--- src/apq_pkg.sv ---
package apq_pkg;

	// fixed field widths
	localparam int unsigned ID_W   = 16;
	localparam int unsigned PRIO_W = 8;
	localparam int unsigned OCC_W  = 5;
	localparam int unsigned STAT_W = 2;

	// range limits on inserted entries
	localparam logic [31:0] ID_MAX       = 32'd65535;
	localparam logic [31:0] PRIORITY_MAX = 32'd255;

	// operation codes
	localparam logic OP_INSERT   = 1'b0;
	localparam logic OP_RETRIEVE = 1'b1;

	// status codes
	localparam logic [STAT_W-1:0] ST_OK    = 2'd0;
	localparam logic [STAT_W-1:0] ST_FULL  = 2'd1;
	localparam logic [STAT_W-1:0] ST_EMPTY = 2'd2;
	localparam logic [STAT_W-1:0] ST_BAD   = 2'd3;

	typedef struct packed {
		logic              operation;
		logic [ID_W-1:0]   entry_id;
		logic [PRIO_W-1:0] entry_priority;
	} req_t;

	typedef struct packed {
		logic [ID_W-1:0]   removed_id;
		logic [STAT_W-1:0] status;
		logic [OCC_W-1:0]  occupancy;
	} rsp_t;

	// broadcast to every cell
	typedef struct packed {
		logic              ins;
		logic              ret;
		logic [ID_W-1:0]   id;
		logic [PRIO_W-1:0] prio;
	} cell_ctrl_t;

	// what a cell shows its neighbors
	typedef struct packed {
		logic [ID_W-1:0]   id;
		logic [PRIO_W-1:0] prio;
		logic              le;
	} cell_link_t;

endpackage

--- src/apq_cell.sv ---
module apq_cell (
	input  logic                clk,
	input  apq_pkg::cell_ctrl_t ctrl,
	input  logic                occupied,
	input  apq_pkg::cell_link_t left,
	input  apq_pkg::cell_link_t right,
	output apq_pkg::cell_link_t link
);

	logic [apq_pkg::ID_W-1:0]   id_q;
	logic [apq_pkg::PRIO_W-1:0] prio_q;
	logic [apq_pkg::PRIO_W-1:0] right_aged;
	logic                       le;

	// entry stays ahead of the new one when its priority is not larger
	assign le = occupied && (prio_q <= ctrl.prio);

	// aging of the entry moving in from the right, floor of one
	assign right_aged = (right.prio > apq_pkg::PRIO_W'(1)) ?
		right.prio - apq_pkg::PRIO_W'(1) : right.prio;

	// insert: keep, take the new entry, or shift in from the left
	// retrieve: shift in from the right, aged
	always_ff @(posedge clk) begin
		if (ctrl.ins && !le) begin
			if (left.le) begin
				id_q   <= ctrl.id;
				prio_q <= ctrl.prio;
			end else begin
				id_q   <= left.id;
				prio_q <= left.prio;
			end
		end else if (ctrl.ret) begin
			id_q   <= right.id;
			prio_q <= right_aged;
		end
	end

	assign link = '{id: id_q, prio: prio_q, le: le};

endmodule

--- src/aging_priority_queue.sv ---
// Aging priority queue: holds up to DEPTH entries (id, priority) sorted with the
// lowest priority value at the head; equal priorities keep arrival order. An
// insert (operation 0) places the entry behind all entries of lower or equal
// priority; a retrieve (operation 1) returns the head id and lowers every
// remaining priority by one, never below 1. Each request word yields exactly one
// response word carrying removed_id (0 unless a retrieve succeeded), status
// (0 ok, 1 full, 2 empty, 3 id or priority out of range, checked first) and the
// occupancy after the request, taken modulo 32. The entries live in a row of
// DEPTH cells that compare, shift and age in parallel, so requests may follow
// every cycle while responses are taken. The response appears in an output
// register in the cycle after acceptance; a new request is taken while that
// register is empty or in the cycle its word is taken, so a stalled response
// holds off the request side until it drains. No clearing pass is needed
// after reset.
module aging_priority_queue #(
	parameter int unsigned DEPTH = 16
) (
	input  logic          clk,
	input  logic          arst_n,
	input  logic          req_valid,
	output logic          req_ready,
	input  apq_pkg::req_t req,
	output logic          rsp_valid,
	input  logic          rsp_ready,
	output apq_pkg::rsp_t rsp
);

	localparam int unsigned CNT_W = $clog2(DEPTH + 1);

	logic [CNT_W-1:0]    count_q;
	logic [CNT_W-1:0]    count_n;
	logic                rsp_valid_q;
	apq_pkg::rsp_t       rsp_q;
	apq_pkg::rsp_t       rsp_n;
	logic                accept;
	logic                bad;
	logic                full;
	logic                empty;
	apq_pkg::cell_ctrl_t ctrl;
	apq_pkg::cell_link_t link [DEPTH];

	// output register frees the request side whenever it drains
	assign req_ready = !rsp_valid_q || rsp_ready;
	assign accept    = req_valid && req_ready;

	// request checks
	assign bad = (32'(req.entry_id) > apq_pkg::ID_MAX) ||
		(req.entry_priority == '0) ||
		(32'(req.entry_priority) > apq_pkg::PRIORITY_MAX);
	assign full  = (count_q == CNT_W'(DEPTH));
	assign empty = (count_q == '0);

	// cell commands
	always_comb begin
		ctrl.ins  = accept && (req.operation == apq_pkg::OP_INSERT) && !bad && !full;
		ctrl.ret  = accept && (req.operation == apq_pkg::OP_RETRIEVE) && !empty;
		ctrl.id   = req.entry_id;
		ctrl.prio = req.entry_priority;
	end

	// next count
	always_comb begin
		count_n = count_q;
		if (ctrl.ins) begin
			count_n = count_q + CNT_W'(1);
		end else if (ctrl.ret) begin
			count_n = count_q - CNT_W'(1);
		end
	end

	// response word
	always_comb begin
		rsp_n.removed_id = '0;
		rsp_n.status     = apq_pkg::ST_OK;
		rsp_n.occupancy  = apq_pkg::OCC_W'(count_n);
		if (req.operation == apq_pkg::OP_INSERT) begin
			if (bad) begin
				rsp_n.status = apq_pkg::ST_BAD;
			end else if (full) begin
				rsp_n.status = apq_pkg::ST_FULL;
			end
		end else if (empty) begin
			rsp_n.status = apq_pkg::ST_EMPTY;
		end else begin
			rsp_n.removed_id = link[0].id;
		end
	end

	// control state
	always_ff @(posedge clk or negedge arst_n) begin
		if (!arst_n) begin
			count_q     <= '0;
			rsp_valid_q <= 1'b0;
		end else begin
			count_q <= count_n;
			if (accept) begin
				rsp_valid_q <= 1'b1;
			end else if (rsp_ready) begin
				rsp_valid_q <= 1'b0;
			end
		end
	end

	// response payload
	always_ff @(posedge clk) begin
		if (accept) begin
			rsp_q <= rsp_n;
		end
	end

	assign rsp_valid = rsp_valid_q;
	assign rsp       = rsp_q;

	// row of cells, head at index 0
	for (genvar i = 0; i < DEPTH; i++) begin : g_cell
		apq_pkg::cell_link_t left_in;
		apq_pkg::cell_link_t right_in;
		logic                occupied;

		if (i == 0) begin : g_head
			assign left_in = '{id: '0, prio: '0, le: 1'b1};
		end else begin : g_mid_l
			assign left_in = link[i-1];
		end

		if (i == DEPTH - 1) begin : g_tail
			assign right_in = '{id: '0, prio: '0, le: 1'b0};
		end else begin : g_mid_r
			assign right_in = link[i+1];
		end

		assign occupied = (CNT_W'(i) < count_q);

		apq_cell u_cell (
			.clk      (clk),
			.ctrl     (ctrl),
			.occupied (occupied),
			.left     (left_in),
			.right    (right_in),
			.link     (link[i])
		);
	end

endmodule

--- config.mk ---
export PLATFORM = sky130hd
export DESIGN_NAME = aging_priority_queue
export DESIGN_NICKNAME = d
export VERILOG_FILES = /design/src/apq_pkg.sv /design/src/apq_cell.sv /design/src/aging_priority_queue.sv
export SDC_FILE = /design/constraint.sdc
export NUM_CORES = 1
export LEC_CHECK = 0
export ABC_AREA = 1
export ABC_CLOCK_PERIOD_IN_PS = 4250
export BUFFER_PORTS_ARGS = -buffer_cell sky130_fd_sc_hd__buf_2
export CAP_MARGIN = 20
export CORE_MARGIN = 3
export CORE_UTILIZATION = 60
export DETAILED_ROUTE_END_ITERATION = 8
export GPL_ROUTABILITY_DRIVEN = 1
export HOLD_SLACK_MARGIN = 0.15
export PLACE_DENSITY = 0.77
export SYNTH_ARGS = -nofsm -noshare
export SYNTH_HDL_FRONTEND = slang
export SYNTH_HIERARCHICAL = 1
export SYNTH_SLANG_ARGS = --single-unit
--- constraint.sdc ---
create_clock -name clk -period 4.25 [get_ports clk]
set_input_delay 0.425 -clock clk [delete_from_list [all_inputs] [get_ports clk]]
set_output_delay 0.425 -clock clk [all_outputs]
set_load 0.02 [all_outputs]
==> results of run 1 <==
power by group:
part / total, mW / switching, mW / internal (mW)
Sequential: 7.17 / 1.06 / 6.11
Combinational: 9.20 / 5.49 / 3.71
Clock: 4.16 / 1.75 / 2.42
layout make-up:
cell class,count,area (µm²),share of cell area
diodes,1,2.50,0.0000748
clock buffers,62,1270,0.0381
clock inverters,24,268,0.00800
inverters,364,1370,0.0411
multi-input cells,2630,16400,0.491
flip-flops and latches,413,12400,0.370
well taps,680,851,0.0254
repair buffers,129,906,0.0271
critical path: stages (launching register included):
cell and delay (ns):
dfrtp_1 0.59, inv_1 0.17, o21ai_0 0.70, nand2_4 0.38, inv_1 0.45, buf_4 0.32, mux2_2 0.36, nand3_1 0.08
nand2_1 0.07
stage by stage:
stage                      util  cell area (µm²)
after global placement    0.619            31900
final                     0.650            33500
after floorplan               -            31500
after CTS                 0.650            33500
after detailed placement  0.619            31900
after global routing      0.650            33500
routing by layer:
metal | vias up | GRT usage
met5 | - | 0
met4 | 0 | 0.123
met3 | 215 | 0.0506
met2 | 1195 | 0.498
met1 | 11983 | 0.405
li1 | 11869 | -
state kept, by name (all words and copies together), names as in the netlist:
signal / cells
g_cell.u_cell/id_q: 256
count_q: 5
rsp: 23
g_cell.u_cell/prio_q: 128
rsp_valid: 1
placed cells by master (no fill, tap or decap), types with 9 or more instances in the layout:
master / instances
a21o_1: 16
a21oi_1: 113
buf_2: 53
buf_4: 68
clkbuf_1: 12
clkbuf_16: 48
clkinv_2: 9
conb_1: 58
edfxtp_1: 407
ha_1: 164
inv_1: 359
mux2_2: 368
nand2_1: 892
nand2_2: 177
nand2_4: 19
nand2_8: 16
nand3_1: 474
nand4_1: 17
nor2_1: 151
nor2_2: 18
nor3_4: 16
o21ai_0: 69
xnor2_1: 32
xor2_1: 20
worst paths after layout:
path,from,endpoint,cells after the start
setup / recovery,count_q[3],g_cell[14].u_cell/prio_q[5],8
hold / removal,arst_n,count_q[0],2
setup reg to reg,count_q[3],g_cell[14].u_cell/prio_q[5],8
hold reg to reg,g_cell[15].u_cell/id_q[14],g_cell[14].u_cell/id_q[14],2
max in group asynchronous,arst_n,count_q[4],2
min in group clk,req[24],rsp[5],2
==> results_dict.tcl, run 1 <==
set metrics [dict create \
    max_slew.worst_pin.slew_ns 0.887 \
    routed-wl-met2_um 39300 \
    port_buffers 53 \
    postCtsResizedCells 0 \
    syn_area_um2 31300 \
    status "complete, no violations" \
    min_path_type "in2async" \
    p_leak_nw 15.4 \
    layout_setup_ws_ns 0.845 \
    root_buffer "clkbuf_16" \
    cap_violations 0 \
    endpoint_kind "flop" \
    syn_to_final_growth_pct 6.81 \
    post-place-ws_ns 0.624 \
    hold_viol_final 0 \
    fillers 4236 \
    slew_violations 0 \
    grt_util_all_layers 0.305 \
    wl_per_cell_um 19.6 \
    dp_hpwl_um 58200 \
    grt.overflow.total 0 \
    path_max_fanout 26 \
    rrSetupSlack_ns 0.84 \
    ios 54 \
    grt_max_degree 51 \
    start_util 0.608 \
    antenna_found_initial 0 \
    grt_pass1_vias 24236 \
    globalplace.congestion 0.923 \
    drtAntennaViolNets 0 \
    syn_avg_cell_area_um2 8.87 \
    coreArea_um2 51500 \
    worstSetupPathType "reg2reg" \
    yosys_warnings 6 \
    nets 3778 \
    die-area_um2 55000 \
    drt-initial-drc-count 2882 \
    clockBufferDepth 3 \
    drive_gt1_frac 0.227 \
    startpoint_type "flop" \
    grt_setup_unrepaired "no" \
    finalPower_mw 20.5 \
    cts.sink_count 413 \
    grt_first_pass_wirelength_um 132000 \
    first_pass_iters 5 \
    irDropWorstVdd_mv 0.368 \
    die_x_um 235 \
    cts_htree_levels 2 \
    top_layer_used "met4" \
    wl_met1_um 34200 \
    die_y_um 235 \
    final.setup.tns_ns 0 \
    vias 25262 \
    holdWs_ns 0.186 \
    power_density_nw_per_um2 613 \
    synth_cells 3531 \
    post_cts_buffers 0 \
    instances_no_fill 4303 \
    clock_latency_ns 0.61 \
    row_count 83 \
    finalCritPeriodShare 0.801 \
    dp.cells 4213 \
    cts-buffers-inserted 47 \
    setup_violations 0 \
    clkTransAtPathRegs_ns 0.06 \
    wirelength_um 84100 \
    cts_tree "yes" \
    cp.arrival_ns 3.74 \
    fin_crit_ns 3.41 \
    wl_met3_um 7260 \
    post-route-drc-count 0 \
    clock_skew_ns 0.0282 \
    timing.fmax_ghz 0.294 \
    avgViaCountPerCell 5.87 \
    cts-hold-fix-buffers 3 \
    slew_headroom 0.408 \
    cp.required_ns 4.59 \
]
Power figures use the tool's default switching activity.
==> run 2: changes to the inputs <==
--- a/config.mk
+++ b/config.mk
@@ -6,15 +6,15 @@
 export NUM_CORES = 1
 export LEC_CHECK = 0
 export ABC_AREA = 1
-export ABC_CLOCK_PERIOD_IN_PS = 4250
+export ABC_CLOCK_PERIOD_IN_PS = 2820
 export BUFFER_PORTS_ARGS = -buffer_cell sky130_fd_sc_hd__buf_2
 export CAP_MARGIN = 20
 export CORE_MARGIN = 3
-export CORE_UTILIZATION = 60
+export CORE_UTILIZATION = 59
 export DETAILED_ROUTE_END_ITERATION = 8
 export GPL_ROUTABILITY_DRIVEN = 1
 export HOLD_SLACK_MARGIN = 0.15
-export PLACE_DENSITY = 0.77
+export PLACE_DENSITY = 0.78
 export SYNTH_ARGS = -nofsm -noshare
 export SYNTH_HDL_FRONTEND = slang
 export SYNTH_HIERARCHICAL = 1
==> constraint.sdc (replaced) <==
create_clock -name clk -period 2.82 [get_ports clk]
set_input_delay 0.282 -clock clk [delete_from_list [all_inputs] [get_ports clk]]
set_output_delay 0.282 -clock clk [all_outputs]
set_load 0.02 [all_outputs]
==> run 2 against run 1 <==
Die area grew 1.6%. Highest routed layer unchanged. Non-clock buffer count up 72. Critical path type unchanged. Largest cell class unchanged. Clock skew up 0.0028 ns. Global-route usage down 1.2 points. Largest power group unchanged. Register-to-register slack lost 0.61 ns. Clock-buffer cell count down 5.
==> results_dict.tcl, run 2 (synthesized netlist as in run 1, its figures left out) <==
set metrics [dict create \
    coreArea_um2 51900 \
    finalCritPeriodShare 0.918 \
    dp_hpwl_um 58100 \
    layout_setup_ws_ns 0.233 \
    clockBufferDepth 3 \
    finalPower_mw 31.9 \
    grt_util_all_layers 0.292 \
    clkPwrFrac 0.204 \
    syn_to_final_growth_pct 9.98 \
    slew_headroom 0.419 \
    dpl_cell_area_um2 32800 \
    hold_depth 9 \
    cap_violations 0 \
    nets 3850 \
    grt_pass1_vias 24829 \
    status "complete, no violations" \
    design_area_um2 34500 \
    cts_tree "yes" \
    wl_per_cell_um 19.1 \
    post-route-drc-count 0 \
    mostFrequentLayoutCells "nand2_1 (892), nand3_1 (474), edfxtp_1 (407), mux2_2 (368), inv_1 (359)" \
    post_cts_buffers 0 \
    setup_violations 0 \
    holdWs_ns 0.304 \
    pwr-share-seq 0.333 \
    wirelength_um 83400 \
    endpoint_kind "flop" \
    vias 25515 \
    irDropWorstVdd_mv 0.532 \
    port_buffers 53 \
    drt-initial-drc-count 2278 \
    slew_violations 0 \
    cts.sink_count 413 \
    grt.overflow.total 0 \
    swShare 0.395 \
    cp.required_ns 3.28 \
    clkTransAtPathRegs_ns 0.06 \
    max_flop_register "g_cell.u_cell/id_q" \
    drive_gt1_frac 0.242 \
    rrSetupSlack_ns 0.23 \
    largest_register_ffs 256 \
    hold_viol_final 0 \
    min_path_type "in2reg" \
    reg2reg_from "count_q[0]" \
    fin_util 0.664 \
    switchingPower_mw 12.6 \
    grt_setup_unrepaired "no" \
    ios 54 \
    root_buffer "clkbuf_16" \
    final_common_cell "nand2_1" \
    ff2ff_path_depth 9 \
    die_y_um 236 \
    avgViaCountPerCell 5.83 \
    clock_latency_ns 0.62 \
    die_x_um 236 \
    row_count 83 \
    globalplace.congestion 0.907 \
    start_util 0.603 \
    whs_endpoint "count_q[2]" \
    timing.fmax_ghz 0.386 \
    combPwrFrac 0.463 \
    instances_no_fill 4374 \
    fin_crit_ns 2.59 \
    power_density_nw_per_um2 927 \
    hold_start "rsp_ready" \
    dp.cells 4282 \
    antenna_found_initial 1 \
    cts-buffers-inserted 47 \
    grt_first_pass_wirelength_um 132000 \
    intPower_mw 19.3 \
    final.setup.tns_ns 0 \
    startpoint_type "flop" \
    grt_max_degree 40 \
    die-area_um2 55900 \
    fillers 4084 \
    r2r-end "g_cell[6].u_cell/prio_q[1]" \
    path_max_fanout 28 \
    drtAntennaViolNets 0 \
    cp.arrival_ns 3.05 \
    worstSetupPathType "reg2reg" \
    post-place-ws_ns 0.146 \
    cts_htree_levels 2 \
    first_pass_iters 6 \
    p_leak_nw 15.9 \
    clock_skew_ns 0.0311 \
    max_slew.worst_pin.slew_ns 0.871 \
]
## run 2: cell types whose count changed in the layout (fill, tap and decap cells not counted), moves of 3 or more
cell / before / now
buf_4: 68 / 108
buf_12: 5 / 34
dlygate4sd3_1: 3 / 6
clkbuf_8: 2 / 5
clkbuf_1: 12 / 5
## run 2: area by class of cell
cell class | count | area [µm²] | area share
diodes | 1 | 2.50 | 0.0000726
clock buffers | 57 | 1260 | 0.0367
clock inverters | 28 | 360 | 0.0105
inverters | 364 | 1370 | 0.0399
multi-input cells | 2630 | 16400 | 0.476
flip-flops and latches | 413 | 12400 | 0.359
well taps | 680 | 851 | 0.0247
repair buffers | 201 | 1820 | 0.0527
## run 2: worst max-delay path: stages (launching register included)
cell and delay (ns):
dfrtp_1 0.50, inv_1 0.10, ha_1 0.27, nand3_1 0.17
nand3_2 0.24, inv_8 0.24, buf_12 0.24, buf_4 0.36
nand3_1 0.17, nand2_1 0.09
## run 2: timing repair
| action | CTS | global route |
|---|---|---|
| endpoints found under the hold margin | 9 | 0 |
| gates resized for setup | 0 | 0 |
| hold buffers | 6 | 0 |
| endpoints found under the setup margin | 0 | 0 |
## run 2: worst max-delay path by stage
stage	depth (start not counted)	end	start
2_1_floorplan	9	g_cell[4].u_cell/id_q[0]	count_q[0]
3_3_place_gp	15	g_cell[4].u_cell/id_q[7]	req[5]
3_5_place_dp	15	g_cell[4].u_cell/id_q[14]	req[5]
4_1_cts	9	g_cell[6].u_cell/prio_q[1]	count_q[0]
5_1_grt	14	g_cell[4].u_cell/id_q[1]	g_cell[3].u_cell/prio_q[3]
6_report	9	g_cell[6].u_cell/prio_q[1]	count_q[0]
## run 2: power groups by stage
stage	clock network [mW]	registers [mW]	logic, mW
after floorplan	0	10.2	11.4
after global routing	6.79	10.8	16.2
after global placement	0	10.7	14.1
after CTS	6.55	10.6	14.6
final	6.52	10.6	14.8
after detailed placement	0	10.7	14.4
## run 2: routing by layer
| metal | up-vias | track usage | wire length (µm) |
|---|---|---|---|
| li1 | 12032 | - | - |
| met1 | 12071 | 0.380 | 33200 |
| met2 | 1170 | 0.489 | 39500 |
| met3 | 242 | 0.0389 | 6860 |
| met4 | 0 | 0.128 | 3770 |
| met5 | - | 0 | 0 |
